$ cat src/rtl/hrlp_pkg.sv
package hrlp_pkg;

    // Parser phases
    localparam logic [2:0] PH_LEAD    = 3'd0;
    localparam logic [2:0] PH_METHOD  = 3'd1;
    localparam logic [2:0] PH_PGAP    = 3'd2;
    localparam logic [2:0] PH_PATH    = 3'd3;
    localparam logic [2:0] PH_VGAP    = 3'd4;
    localparam logic [2:0] PH_VERSION = 3'd5;
    localparam logic [2:0] PH_VTRAIL  = 3'd6;
    localparam logic [2:0] PH_DISCARD = 3'd7;

    // Line status codes
    localparam logic [2:0] ST_OK          = 3'd0;
    localparam logic [2:0] ST_BLANK       = 3'd1;
    localparam logic [2:0] ST_NO_MGAP     = 3'd2;
    localparam logic [2:0] ST_BAD_METHOD  = 3'd3;
    localparam logic [2:0] ST_NO_PATH     = 3'd4;
    localparam logic [2:0] ST_NO_PGAP     = 3'd5;
    localparam logic [2:0] ST_NO_VERSION  = 3'd6;
    localparam logic [2:0] ST_BAD_VERSION = 3'd7;

    // Method codes
    localparam logic [1:0] MC_GET   = 2'd0;
    localparam logic [1:0] MC_POST  = 2'd1;
    localparam logic [1:0] MC_UNSUP = 2'd2;
    localparam logic [1:0] MC_NONE  = 2'd3;

    // Version codes
    localparam logic [1:0] VC_10    = 2'd0;
    localparam logic [1:0] VC_11    = 2'd1;
    localparam logic [1:0] VC_UNSUP = 2'd2;
    localparam logic [1:0] VC_NONE  = 2'd3;

    localparam logic [7:0] CH_SPACE = 8'h20;

    localparam logic [3:0] POS_MAX     = 4'd15;
    localparam logic [3:0] LEN_GET     = 4'd3;
    localparam logic [3:0] LEN_POST    = 4'd4;
    localparam logic [3:0] LEN_VERSION = 4'd8;

    // Candidate mask: bit 0 = GET / HTTP/1.0, bit 1 = POST / HTTP/1.1
    localparam logic [1:0] CAND_ALL  = 2'b11;
    localparam logic [1:0] CAND_NONE = 2'b00;

    typedef logic [2:0] t_phase;

    // Which method candidates accept byte b at position pos
    function automatic logic [1:0] method_hits(logic [3:0] pos, logic [7:0] b);
        logic [7:0] c_get;
        logic [7:0] c_post;
        case (pos)
            4'd0:    begin c_get = "G"; c_post = "P"; end
            4'd1:    begin c_get = "E"; c_post = "O"; end
            4'd2:    begin c_get = "T"; c_post = "S"; end
            4'd3:    begin c_get = 8'h00; c_post = "T"; end
            default: begin c_get = 8'h00; c_post = 8'h00; end
        endcase
        method_hits[0] = (pos < LEN_GET) && (b == c_get);
        method_hits[1] = (pos < LEN_POST) && (b == c_post);
    endfunction

    // Which version candidates accept byte b at position pos
    function automatic logic [1:0] version_hits(logic [3:0] pos, logic [7:0] b);
        logic [7:0] c_com;
        logic [7:0] c_10;
        logic [7:0] c_11;
        c_com = 8'h00;
        case (pos)
            4'd0:    c_com = "H";
            4'd1:    c_com = "T";
            4'd2:    c_com = "T";
            4'd3:    c_com = "P";
            4'd4:    c_com = "/";
            4'd5:    c_com = "1";
            4'd6:    c_com = ".";
            default: c_com = 8'h00;
        endcase
        c_10 = (pos == 4'd7) ? 8'h30 : c_com;
        c_11 = (pos == 4'd7) ? 8'h31 : c_com;
        version_hits[0] = (pos < LEN_VERSION) && (b == c_10);
        version_hits[1] = (pos < LEN_VERSION) && (b == c_11);
    endfunction

endpackage

$ cat src/rtl/hrlp_line_if.sv
interface hrlp_line_if;
    logic       valid;
    logic       ready;
    logic [7:0] line_byte;
    logic       end_of_line;

    modport source (output valid, output line_byte, output end_of_line, input ready);
    modport sink   (input valid, input line_byte, input end_of_line, output ready);
endinterface

$ cat src/rtl/hrlp_result_if.sv
interface hrlp_result_if;
    logic       valid;
    logic       ready;
    logic       is_verdict;
    logic [7:0] path_byte;
    logic [2:0] line_status;
    logic [1:0] method_code;
    logic [1:0] version_code;

    modport source (output valid, output is_verdict, output path_byte, output line_status,
                    output method_code, output version_code, input ready);
    modport sink   (input valid, input is_verdict, input path_byte, input line_status,
                    input method_code, input version_code, output ready);
endinterface

$ cat src/rtl/http_request_line_parser.sv
// Channel   Dir  Fields                                          Word
// i_line    in   line_byte[7:0], end_of_line                     one line byte
// o_result  out  is_verdict, path_byte[7:0], line_status[2:0],   path byte or verdict
//                method_code[1:0], version_code[1:0]
//
// One byte per cycle while no result is stalled; a result word appears in
// the cycle after its byte is taken. The throughput is set by the single
// phase/match update between the parser state registers and the output
// register. Reset (i_rst_n low, synchronous) returns the parser to
// leading-space skipping and empties the output register.
// A stalled result holds in the output register; a new byte is still taken in
// the cycle the held word leaves, and bytes without a result pass freely
// only while the output register is empty or draining.
module http_request_line_parser (
    input  logic                  i_clk,
    input  logic                  i_rst_n,
    hrlp_line_if.sink             i_line,
    hrlp_result_if.source         o_result
);

    // Parser state
    logic [2:0] r_phase,       n_phase;
    logic [3:0] r_match_pos,   n_match_pos;
    logic [1:0] r_cand,        n_cand;
    logic [1:0] r_method_seen, n_method_seen;
    logic [2:0] r_pend_fail,   n_pend_fail;

    // Output register
    logic       r_out_valid;
    logic       r_is_verdict;
    logic [7:0] r_path_byte;
    logic [2:0] r_line_status;
    logic [1:0] r_method_code;
    logic [1:0] r_version_code;

    logic       in_acc;
    logic       is_space;
    logic       emit_path;
    logic       emit;
    logic [3:0] pos_inc;
    logic [1:0] m_hits;
    logic [1:0] v_hits;
    logic [2:0] n_status;
    logic [1:0] n_mcode;
    logic [1:0] n_vcode;

    // Take a byte whenever the output register is empty or draining
    assign i_line.ready = !r_out_valid || o_result.ready;
    assign in_acc       = i_line.valid && i_line.ready;
    assign is_space     = (i_line.line_byte == hrlp_pkg::CH_SPACE);

    assign pos_inc = (r_match_pos < hrlp_pkg::POS_MAX) ? r_match_pos + 4'd1 : r_match_pos;
    assign m_hits  = hrlp_pkg::method_hits(r_match_pos, i_line.line_byte);
    assign v_hits  = hrlp_pkg::version_hits(r_match_pos, i_line.line_byte);

    // Phase update for one byte
    always_comb begin
        n_phase       = r_phase;
        n_match_pos   = r_match_pos;
        n_cand        = r_cand;
        n_method_seen = r_method_seen;
        n_pend_fail   = r_pend_fail;
        emit_path     = 1'b0;

        case (r_phase)
            hrlp_pkg::PH_LEAD: begin
                if (!is_space) begin
                    // First method byte starts a fresh token at position zero
                    n_match_pos = 4'd1;
                    n_cand      = hrlp_pkg::method_hits(4'd0, i_line.line_byte);
                    n_phase     = hrlp_pkg::PH_METHOD;
                end
            end
            hrlp_pkg::PH_METHOD: begin
                if (is_space) begin
                    if (r_cand[0] && r_match_pos == hrlp_pkg::LEN_GET) begin
                        n_method_seen = hrlp_pkg::MC_GET;
                        n_phase       = hrlp_pkg::PH_PGAP;
                    end else if (r_cand[1] && r_match_pos == hrlp_pkg::LEN_POST) begin
                        n_method_seen = hrlp_pkg::MC_POST;
                        n_phase       = hrlp_pkg::PH_PGAP;
                    end else begin
                        // Unknown method: drop the rest of the line
                        n_method_seen = hrlp_pkg::MC_UNSUP;
                        n_pend_fail   = hrlp_pkg::ST_BAD_METHOD;
                        n_phase       = hrlp_pkg::PH_DISCARD;
                    end
                end else begin
                    n_cand      = r_cand & m_hits;
                    n_match_pos = pos_inc;
                end
            end
            hrlp_pkg::PH_PGAP: begin
                if (!is_space) begin
                    n_phase   = hrlp_pkg::PH_PATH;
                    emit_path = 1'b1;
                end
            end
            hrlp_pkg::PH_PATH: begin
                if (is_space) begin
                    n_phase = hrlp_pkg::PH_VGAP;
                end else begin
                    emit_path = 1'b1;
                end
            end
            hrlp_pkg::PH_VGAP: begin
                if (!is_space) begin
                    n_match_pos = 4'd1;
                    n_cand      = hrlp_pkg::version_hits(4'd0, i_line.line_byte);
                    n_phase     = hrlp_pkg::PH_VERSION;
                end
            end
            hrlp_pkg::PH_VERSION: begin
                if (is_space) begin
                    n_phase = hrlp_pkg::PH_VTRAIL;
                end else begin
                    n_cand      = r_cand & v_hits;
                    n_match_pos = pos_inc;
                end
            end
            hrlp_pkg::PH_VTRAIL: begin
                // A space inside the version kills both candidates
                if (!is_space) begin
                    n_cand  = hrlp_pkg::CAND_NONE;
                    n_phase = hrlp_pkg::PH_VERSION;
                end
            end
            default: begin
            end
        endcase
    end

    // Verdict from the updated state
    always_comb begin
        n_status = hrlp_pkg::ST_OK;
        n_mcode  = n_method_seen;
        n_vcode  = hrlp_pkg::VC_NONE;
        case (n_phase)
            hrlp_pkg::PH_LEAD: begin
                n_status = hrlp_pkg::ST_BLANK;
                n_mcode  = hrlp_pkg::MC_NONE;
            end
            hrlp_pkg::PH_METHOD: begin
                n_status = hrlp_pkg::ST_NO_MGAP;
                n_mcode  = hrlp_pkg::MC_NONE;
            end
            hrlp_pkg::PH_PGAP:  n_status = hrlp_pkg::ST_NO_PATH;
            hrlp_pkg::PH_PATH:  n_status = hrlp_pkg::ST_NO_PGAP;
            hrlp_pkg::PH_VGAP:  n_status = hrlp_pkg::ST_NO_VERSION;
            hrlp_pkg::PH_VERSION, hrlp_pkg::PH_VTRAIL: begin
                if (n_cand[0] && n_match_pos == hrlp_pkg::LEN_VERSION) begin
                    n_vcode = hrlp_pkg::VC_10;
                end else if (n_cand[1] && n_match_pos == hrlp_pkg::LEN_VERSION) begin
                    n_vcode = hrlp_pkg::VC_11;
                end else begin
                    n_status = hrlp_pkg::ST_BAD_VERSION;
                    n_vcode  = hrlp_pkg::VC_UNSUP;
                end
            end
            default: n_status = n_pend_fail;
        endcase
    end

    assign emit = i_line.end_of_line || emit_path;

    // State registers; the last byte of a line restores the reset state
    always_ff @(posedge i_clk) begin
        if (!i_rst_n) begin
            r_phase       <= hrlp_pkg::PH_LEAD;
            r_match_pos   <= '0;
            r_cand        <= hrlp_pkg::CAND_ALL;
            r_method_seen <= hrlp_pkg::MC_NONE;
            r_pend_fail   <= hrlp_pkg::ST_OK;
        end else if (in_acc) begin
            if (i_line.end_of_line) begin
                r_phase       <= hrlp_pkg::PH_LEAD;
                r_match_pos   <= '0;
                r_cand        <= hrlp_pkg::CAND_ALL;
                r_method_seen <= hrlp_pkg::MC_NONE;
                r_pend_fail   <= hrlp_pkg::ST_OK;
            end else begin
                r_phase       <= n_phase;
                r_match_pos   <= n_match_pos;
                r_cand        <= n_cand;
                r_method_seen <= n_method_seen;
                r_pend_fail   <= n_pend_fail;
            end
        end
    end

    // Output valid: load on accept, clear when taken
    always_ff @(posedge i_clk) begin
        if (!i_rst_n) begin
            r_out_valid <= 1'b0;
        end else if (in_acc) begin
            r_out_valid <= emit;
        end else if (o_result.ready) begin
            r_out_valid <= 1'b0;
        end
    end

    // Output payload; a verdict wins over a path byte on the last byte
    always_ff @(posedge i_clk) begin
        if (in_acc) begin
            if (i_line.end_of_line) begin
                r_is_verdict   <= 1'b1;
                r_path_byte    <= '0;
                r_line_status  <= n_status;
                r_method_code  <= n_mcode;
                r_version_code <= n_vcode;
            end else begin
                r_is_verdict   <= 1'b0;
                r_path_byte    <= i_line.line_byte;
                r_line_status  <= hrlp_pkg::ST_OK;
                r_method_code  <= n_method_seen;
                r_version_code <= hrlp_pkg::VC_NONE;
            end
        end
    end

    assign o_result.valid        = r_out_valid;
    assign o_result.is_verdict   = r_is_verdict;
    assign o_result.path_byte    = r_path_byte;
    assign o_result.line_status  = r_line_status;
    assign o_result.method_code  = r_method_code;
    assign o_result.version_code = r_version_code;

    // The last byte of a line leaves the parser in its reset state
    a_eol_resets: assert property (@(posedge i_clk) disable iff (!i_rst_n)
        (in_acc && i_line.end_of_line) |=>
            (r_phase == hrlp_pkg::PH_LEAD && r_match_pos == 4'd0 &&
             r_method_seen == hrlp_pkg::MC_NONE))
        else $error("parser state not cleared after end of line");

    // A path byte word carries a matched method and no version
    a_path_word: assert property (@(posedge i_clk) disable iff (!i_rst_n)
        (r_out_valid && !r_is_verdict) |->
            ((r_method_code == hrlp_pkg::MC_GET || r_method_code == hrlp_pkg::MC_POST) &&
             r_version_code == hrlp_pkg::VC_NONE && r_line_status == hrlp_pkg::ST_OK))
        else $error("path byte word with bad method or version fields");

    // Discard phase always follows a rejected method
    a_discard: assert property (@(posedge i_clk) disable iff (!i_rst_n)
        (r_phase == hrlp_pkg::PH_DISCARD) |->
            (r_method_seen == hrlp_pkg::MC_UNSUP && r_pend_fail == hrlp_pkg::ST_BAD_METHOD))
        else $error("discard phase without a rejected method");

    // Path bytes are only reached once a method was accepted
    a_path_phase: assert property (@(posedge i_clk) disable iff (!i_rst_n)
        (r_phase == hrlp_pkg::PH_PATH || r_phase == hrlp_pkg::PH_PGAP) |->
            (r_method_seen == hrlp_pkg::MC_GET || r_method_seen == hrlp_pkg::MC_POST))
        else $error("path phase without an accepted method");

endmodule

$ cat src/flat_wrapper.sv
// flat-port wrapper written by rule: the top's interface ports become plain ports
module http_request_line_parser_flat 
  (i_clk, i_rst_n, i_line_valid, i_line_line_byte, i_line_end_of_line, i_line_ready, o_result_valid, o_result_is_verdict, o_result_path_byte, o_result_line_status, o_result_method_code, o_result_version_code, o_result_ready);
  hrlp_line_if i_line_i ();
  hrlp_result_if o_result_i ();
  input  logic i_clk;
  input  logic i_rst_n;
  input wire logic [$bits(i_line_i.valid)-1:0] i_line_valid;
  input wire logic [$bits(i_line_i.line_byte)-1:0] i_line_line_byte;
  input wire logic [$bits(i_line_i.end_of_line)-1:0] i_line_end_of_line;
  output wire logic [$bits(i_line_i.ready)-1:0] i_line_ready;
  output wire logic [$bits(o_result_i.valid)-1:0] o_result_valid;
  output wire logic [$bits(o_result_i.is_verdict)-1:0] o_result_is_verdict;
  output wire logic [$bits(o_result_i.path_byte)-1:0] o_result_path_byte;
  output wire logic [$bits(o_result_i.line_status)-1:0] o_result_line_status;
  output wire logic [$bits(o_result_i.method_code)-1:0] o_result_method_code;
  output wire logic [$bits(o_result_i.version_code)-1:0] o_result_version_code;
  input wire logic [$bits(o_result_i.ready)-1:0] o_result_ready;
  assign i_line_i.valid = i_line_valid;
  assign i_line_i.line_byte = i_line_line_byte;
  assign i_line_i.end_of_line = i_line_end_of_line;
  assign i_line_ready = i_line_i.ready;
  assign o_result_valid = o_result_i.valid;
  assign o_result_is_verdict = o_result_i.is_verdict;
  assign o_result_path_byte = o_result_i.path_byte;
  assign o_result_line_status = o_result_i.line_status;
  assign o_result_method_code = o_result_i.method_code;
  assign o_result_version_code = o_result_i.version_code;
  assign o_result_i.ready = o_result_ready;
  http_request_line_parser u_core (.i_clk(i_clk), .i_rst_n(i_rst_n), .i_line(i_line_i), .o_result(o_result_i));
endmodule
$ cat config.mk
export PLATFORM = sky130hd
export DESIGN_NAME = http_request_line_parser_flat
export DESIGN_NICKNAME = d
export VERILOG_FILES = /design/src/rtl/hrlp_pkg.sv /design/src/rtl/hrlp_line_if.sv /design/src/rtl/hrlp_result_if.sv /design/src/rtl/http_request_line_parser.sv /design/src/flat_wrapper.sv
export SDC_FILE = /design/constraint.sdc
export NUM_CORES = 1
export LEC_CHECK = 0
export ABC_AREA = 1
export BUFFER_PORTS_ARGS = -buffer_cell sky130_fd_sc_hd__buf_2
export CAP_MARGIN = 20
export CORE_MARGIN = 2
export CORE_UTILIZATION = 45
export DETAILED_ROUTE_END_ITERATION = 10
export PLACE_DENSITY = 0.68
export SLEW_MARGIN = 20
export SYNTH_ARGS = -nofsm -noshare
export SYNTH_HDL_FRONTEND = slang
export SYNTH_SLANG_ARGS = --single-unit
$ cat constraint.sdc
create_clock -name i_clk -period 2.2 [get_ports i_clk]
set_input_delay 0.33 -clock i_clk [delete_from_list [all_inputs] [get_ports i_clk]]
set_output_delay 0.33 -clock i_clk [all_outputs]
set_load 0.1 [all_outputs]
==> results.sh <==
export IMPL_ir_drop_mv=0.300
export IMPL_power_w=0.00154
export IMPL_fin_area_sq_um=3310
export IMPL_synth_edf_count=16
export IMPL_synth_xor_xnor_area_share_pct=1.18
export IMPL_syn_nets=339
export IMPL_clkSlewWorstSetupHoldPaths_ns=0.07
export IMPL_slew_violations=0
export IMPL_status="finished with violations"
export IMPL_ant_nets=0
export IMPL_die_x_microns=74.3
export IMPL_dpl_hpwl_mm=4.59
export IMPL_p_clk_share_pct=36.4
export IMPL_cts_root_buf="clkbuf_8"
export IMPL_required_ns=2.25
export IMPL_fp_dieArea_sq_um=5510
export IMPL_wl_mm=6.69
export IMPL_hold_path_class="input pin to flop"
export IMPL_startpoint_type="flop"
export IMPL_endpoint="u_core.o_result.line_status[1]"
export IMPL_final_min_clock_period_ns=2.24
export IMPL_reg2reg_depth=19
export IMPL_place_ws_ns=-0.288
export IMPL_viasPerCell=5.35
export IMPL_finalClockSkew_ns=0.00509
export IMPL_switching_share_pct=31.4
export IMPL_die_h_microns=74.3
export IMPL_drive_above_1_share_pct=39.5
export IMPL_ys_types=40
export IMPL_drc=0
export IMPL_cts_sinks=31
export IMPL_async_flop_share_pct=0
export IMPL_fmax_ghz=0.447
export IMPL_violations="setup timing"
export IMPL_dominantRegCellSynth="edfxtp_1"
export IMPL_p_int_w=0.00105
export IMPL_fin_crit_sh_pct=102
export IMPL_yosys_area_share_simple_pct=37.3
export IMPL_place_area_sq_um=2830
export IMPL_muxShareOfSynthArea_pct=0
export IMPL_clock_latency_ns=0.28
export IMPL_antenna_found_initial=0
export IMPL_mostFrequentLayoutCells="nand2_1, buf_4, nor2_1"
export IMPL_r2r_start="u_core.r_match_pos[2]"
export IMPL_coreArea_sq_um=4750
export IMPL_ios=31
export IMPL_synth_compound_area_share_pct=16.0
export IMPL_synthAdderAreaFrac_pct=2.25
export IMPL_synth_area_sq_um=2220
export IMPL_crit_type="flop to flop"
export IMPL_cts_buffer_depth=2
export IMPL_timing_rr_end="u_core.o_result.line_status[1]"
export IMPL_finalSetupTns_ns=-0.110
export IMPL_htree_levels=2
export IMPL_slew_headroom_pct=57.4
export IMPL_setup_viol=4
export IMPL_grt_pass1_vias=2262
export IMPL_comb_power_share_pct=21.9
export IMPL_syn_to_final_growth_pct=48.9
export IMPL_grt_max_degree=19
export IMPL_grt_ovfl_total=0
export IMPL_numCtsBuffers=5
export IMPL_io_buffers=30
export IMPL_hold_violations=0
export IMPL_first_pass_iters=5
export IMPL_wire_per_inst_microns=13.6
export IMPL_antenna_cells=0
export IMPL_cp_startpoint="u_core.r_match_pos[2]"
export IMPL_dp_cells=466
export IMPL_power_leakage_nw=1.54
export IMPL_final_nets=441
export IMPL_maxCapViolations=0
export IMPL_tritoncts="done"
export IMPL_avgSynthCellArea_sq_um=6.90
export IMPL_stdcell_count=492
export IMPL_switching_power_w=0.000482
export IMPL_synth_seq_cells=31
export IMPL_crit_arrival_ns=2.29
export IMPL_cp_end_kind="flop"
export IMPL_fin_ws_ns=-0.0367
export IMPL_start_util_pct=46.7
export IMPL_synth_top_family_by_area="simple AND/OR/NAND/NOR gates"
export IMPL_seq_area_frac_synth_pct=35.2
export IMPL_rsz0062_at_grt="true"
export IMPL_seqPwrFrac_pct=41.7
export IMPL_worst_pin_slew_ns=0.638
export IMPL_place_congestion=0.951
export IMPL_drt_initial_drc_count=247
export IMPL_grt_usage_pct=24.0
export IMPL_grt_pass1_wl_mm=10.3
export IMPL_layout_commonest_cell="nand2_1"
export IMPL_hold_buffers=0
export IMPL_reg2reg_slack_ns=-0.04
export IMPL_rows=25
export IMPL_netlist_instances=322
export IMPL_powerDensity_nw_per_um2=464
export IMPL_vias=2632
export IMPL_path_max_fanout=8
export IMPL_ys_warn_count=0
state kept, by name, indices dropped and copies added (netlist names):
register,count
u_core.r_cand,2
u_core.o_result.version_code,2
u_core.r_method_seen,2
u_core.o_result.method_code,2
u_core.r_pend_fail,3
u_core.o_result.valid,1
u_core.r_match_pos,4
u_core.o_result.is_verdict,1
u_core.o_result.path_byte,8
u_core.r_phase,3
u_core.o_result.line_status,3
synth_stat cells, drive strengths merged, types with 3 or more instances:
| cell type | instances | area [sq um] |
|---|---|---|
| a21oi | 20 | 100 |
| buf | 4 | 28.8 |
| clkbuf | 3 | 11.3 |
| dfxtp | 15 | 300 |
| edfxtp | 16 | 480 |
| ha | 4 | 50.1 |
| inv | 36 | 135 |
| nand2 | 89 | 339 |
| nand3 | 34 | 190 |
| nand4 | 6 | 37.5 |
| nor2 | 39 | 159 |
| nor3 | 6 | 35.0 |
| nor4 | 3 | 33.8 |
| o211ai | 7 | 52.6 |
| o21ai | 22 | 129 |
| or2 | 3 | 18.8 |
| xor2 | 3 | 26.3 |
cells by family (layout without fill, tap and decap cells):
family	count (synthesis)	after routing
AO/OA/AOI/OAI	58	58
buffers and inverters	44	147
XOR/XNOR	3	3
AND/OR/NAND/NOR	182	182
adder cells (fa/ha/maj)	4	4
flip-flops	31	31
final cells by class:
class,count,area [sq um]
clock buffer,5,68.8
clock inverter,3,38.8
fill,384,1450
inverter,37,145
multi-input combinational,247,1460
sequential,31,792
tap,67,83.8
timing repair buffer,102,714
power groups by stage:
stage	clock network (W)	registers, W	logic (W)
3_3_place_gp	0	0.000650	0.000308
2_1_floorplan	0	0.000757	0.000105
4_1_cts	0.000560	0.000641	0.000318
5_1_grt	0.000580	0.000642	0.000359
3_5_place_dp	0	0.000651	0.000309
6_report	0.000560	0.000640	0.000336
worst min-delay path by stage:
stage / cells after the start / from / to
after floorplan: 1 / i_rst_n / u_core.r_method_seen[0]
after global placement: 2 / u_core.r_pend_fail[2] / u_core.r_pend_fail[2]
after detailed placement: 2 / u_core.r_method_seen[0] / u_core.r_method_seen[0]
after CTS: 2 / i_rst_n / u_core.r_method_seen[0]
after global routing: 2 / i_rst_n / u_core.r_method_seen[0]
final: 2 / i_rst_n / u_core.r_method_seen[0]
stage by stage:
step / hold WS (ns) / utilization, %
finish: 0.213 / 69.6
global route: 0.226 / 69.6
detailed placement: 0.470 / 59.6
global placement: 0.458 / 59.6
CTS: 0.212 / 65.3
floorplan: 0.399 / -
metal layers:
metal,track usage (%),wire length (microns),vias to the layer above
met2,38.6,3130,115
met3,3.52,461,22
li1,-,-,1289
met4,7.94,159,0
met1,33.1,2930,1206
met5,0,0,-
what timing repair did:
item                                    4_1_cts  5_1_grt
setup buffers                                10        8
resized for setup                            27       34
pin swaps                                    10       20
gates cloned                                  0        0
endpoints found under the setup margin        6        9
critical path, cell delays in order, from the launching register on:
cell	delay, ns
dfxtp_2	0.32
buf_6	0.13
nor2_4	0.10
buf_12	0.14
o21ai_4	0.07
buf_6	0.14
nand2_1	0.05
nand2_1	0.06
a21oi_2	0.11
nand3_1	0.11
nor2_1	0.15
nor2_1	0.05
nand2_1	0.06
nand2_1	0.06
nand2_2	0.07
nand3_2	0.10
nand3_4	0.11
nand3_1	0.07
nand2_1	0.06
inv_1	0.04
No activity file was read; power rests on OpenSTA's default activity.
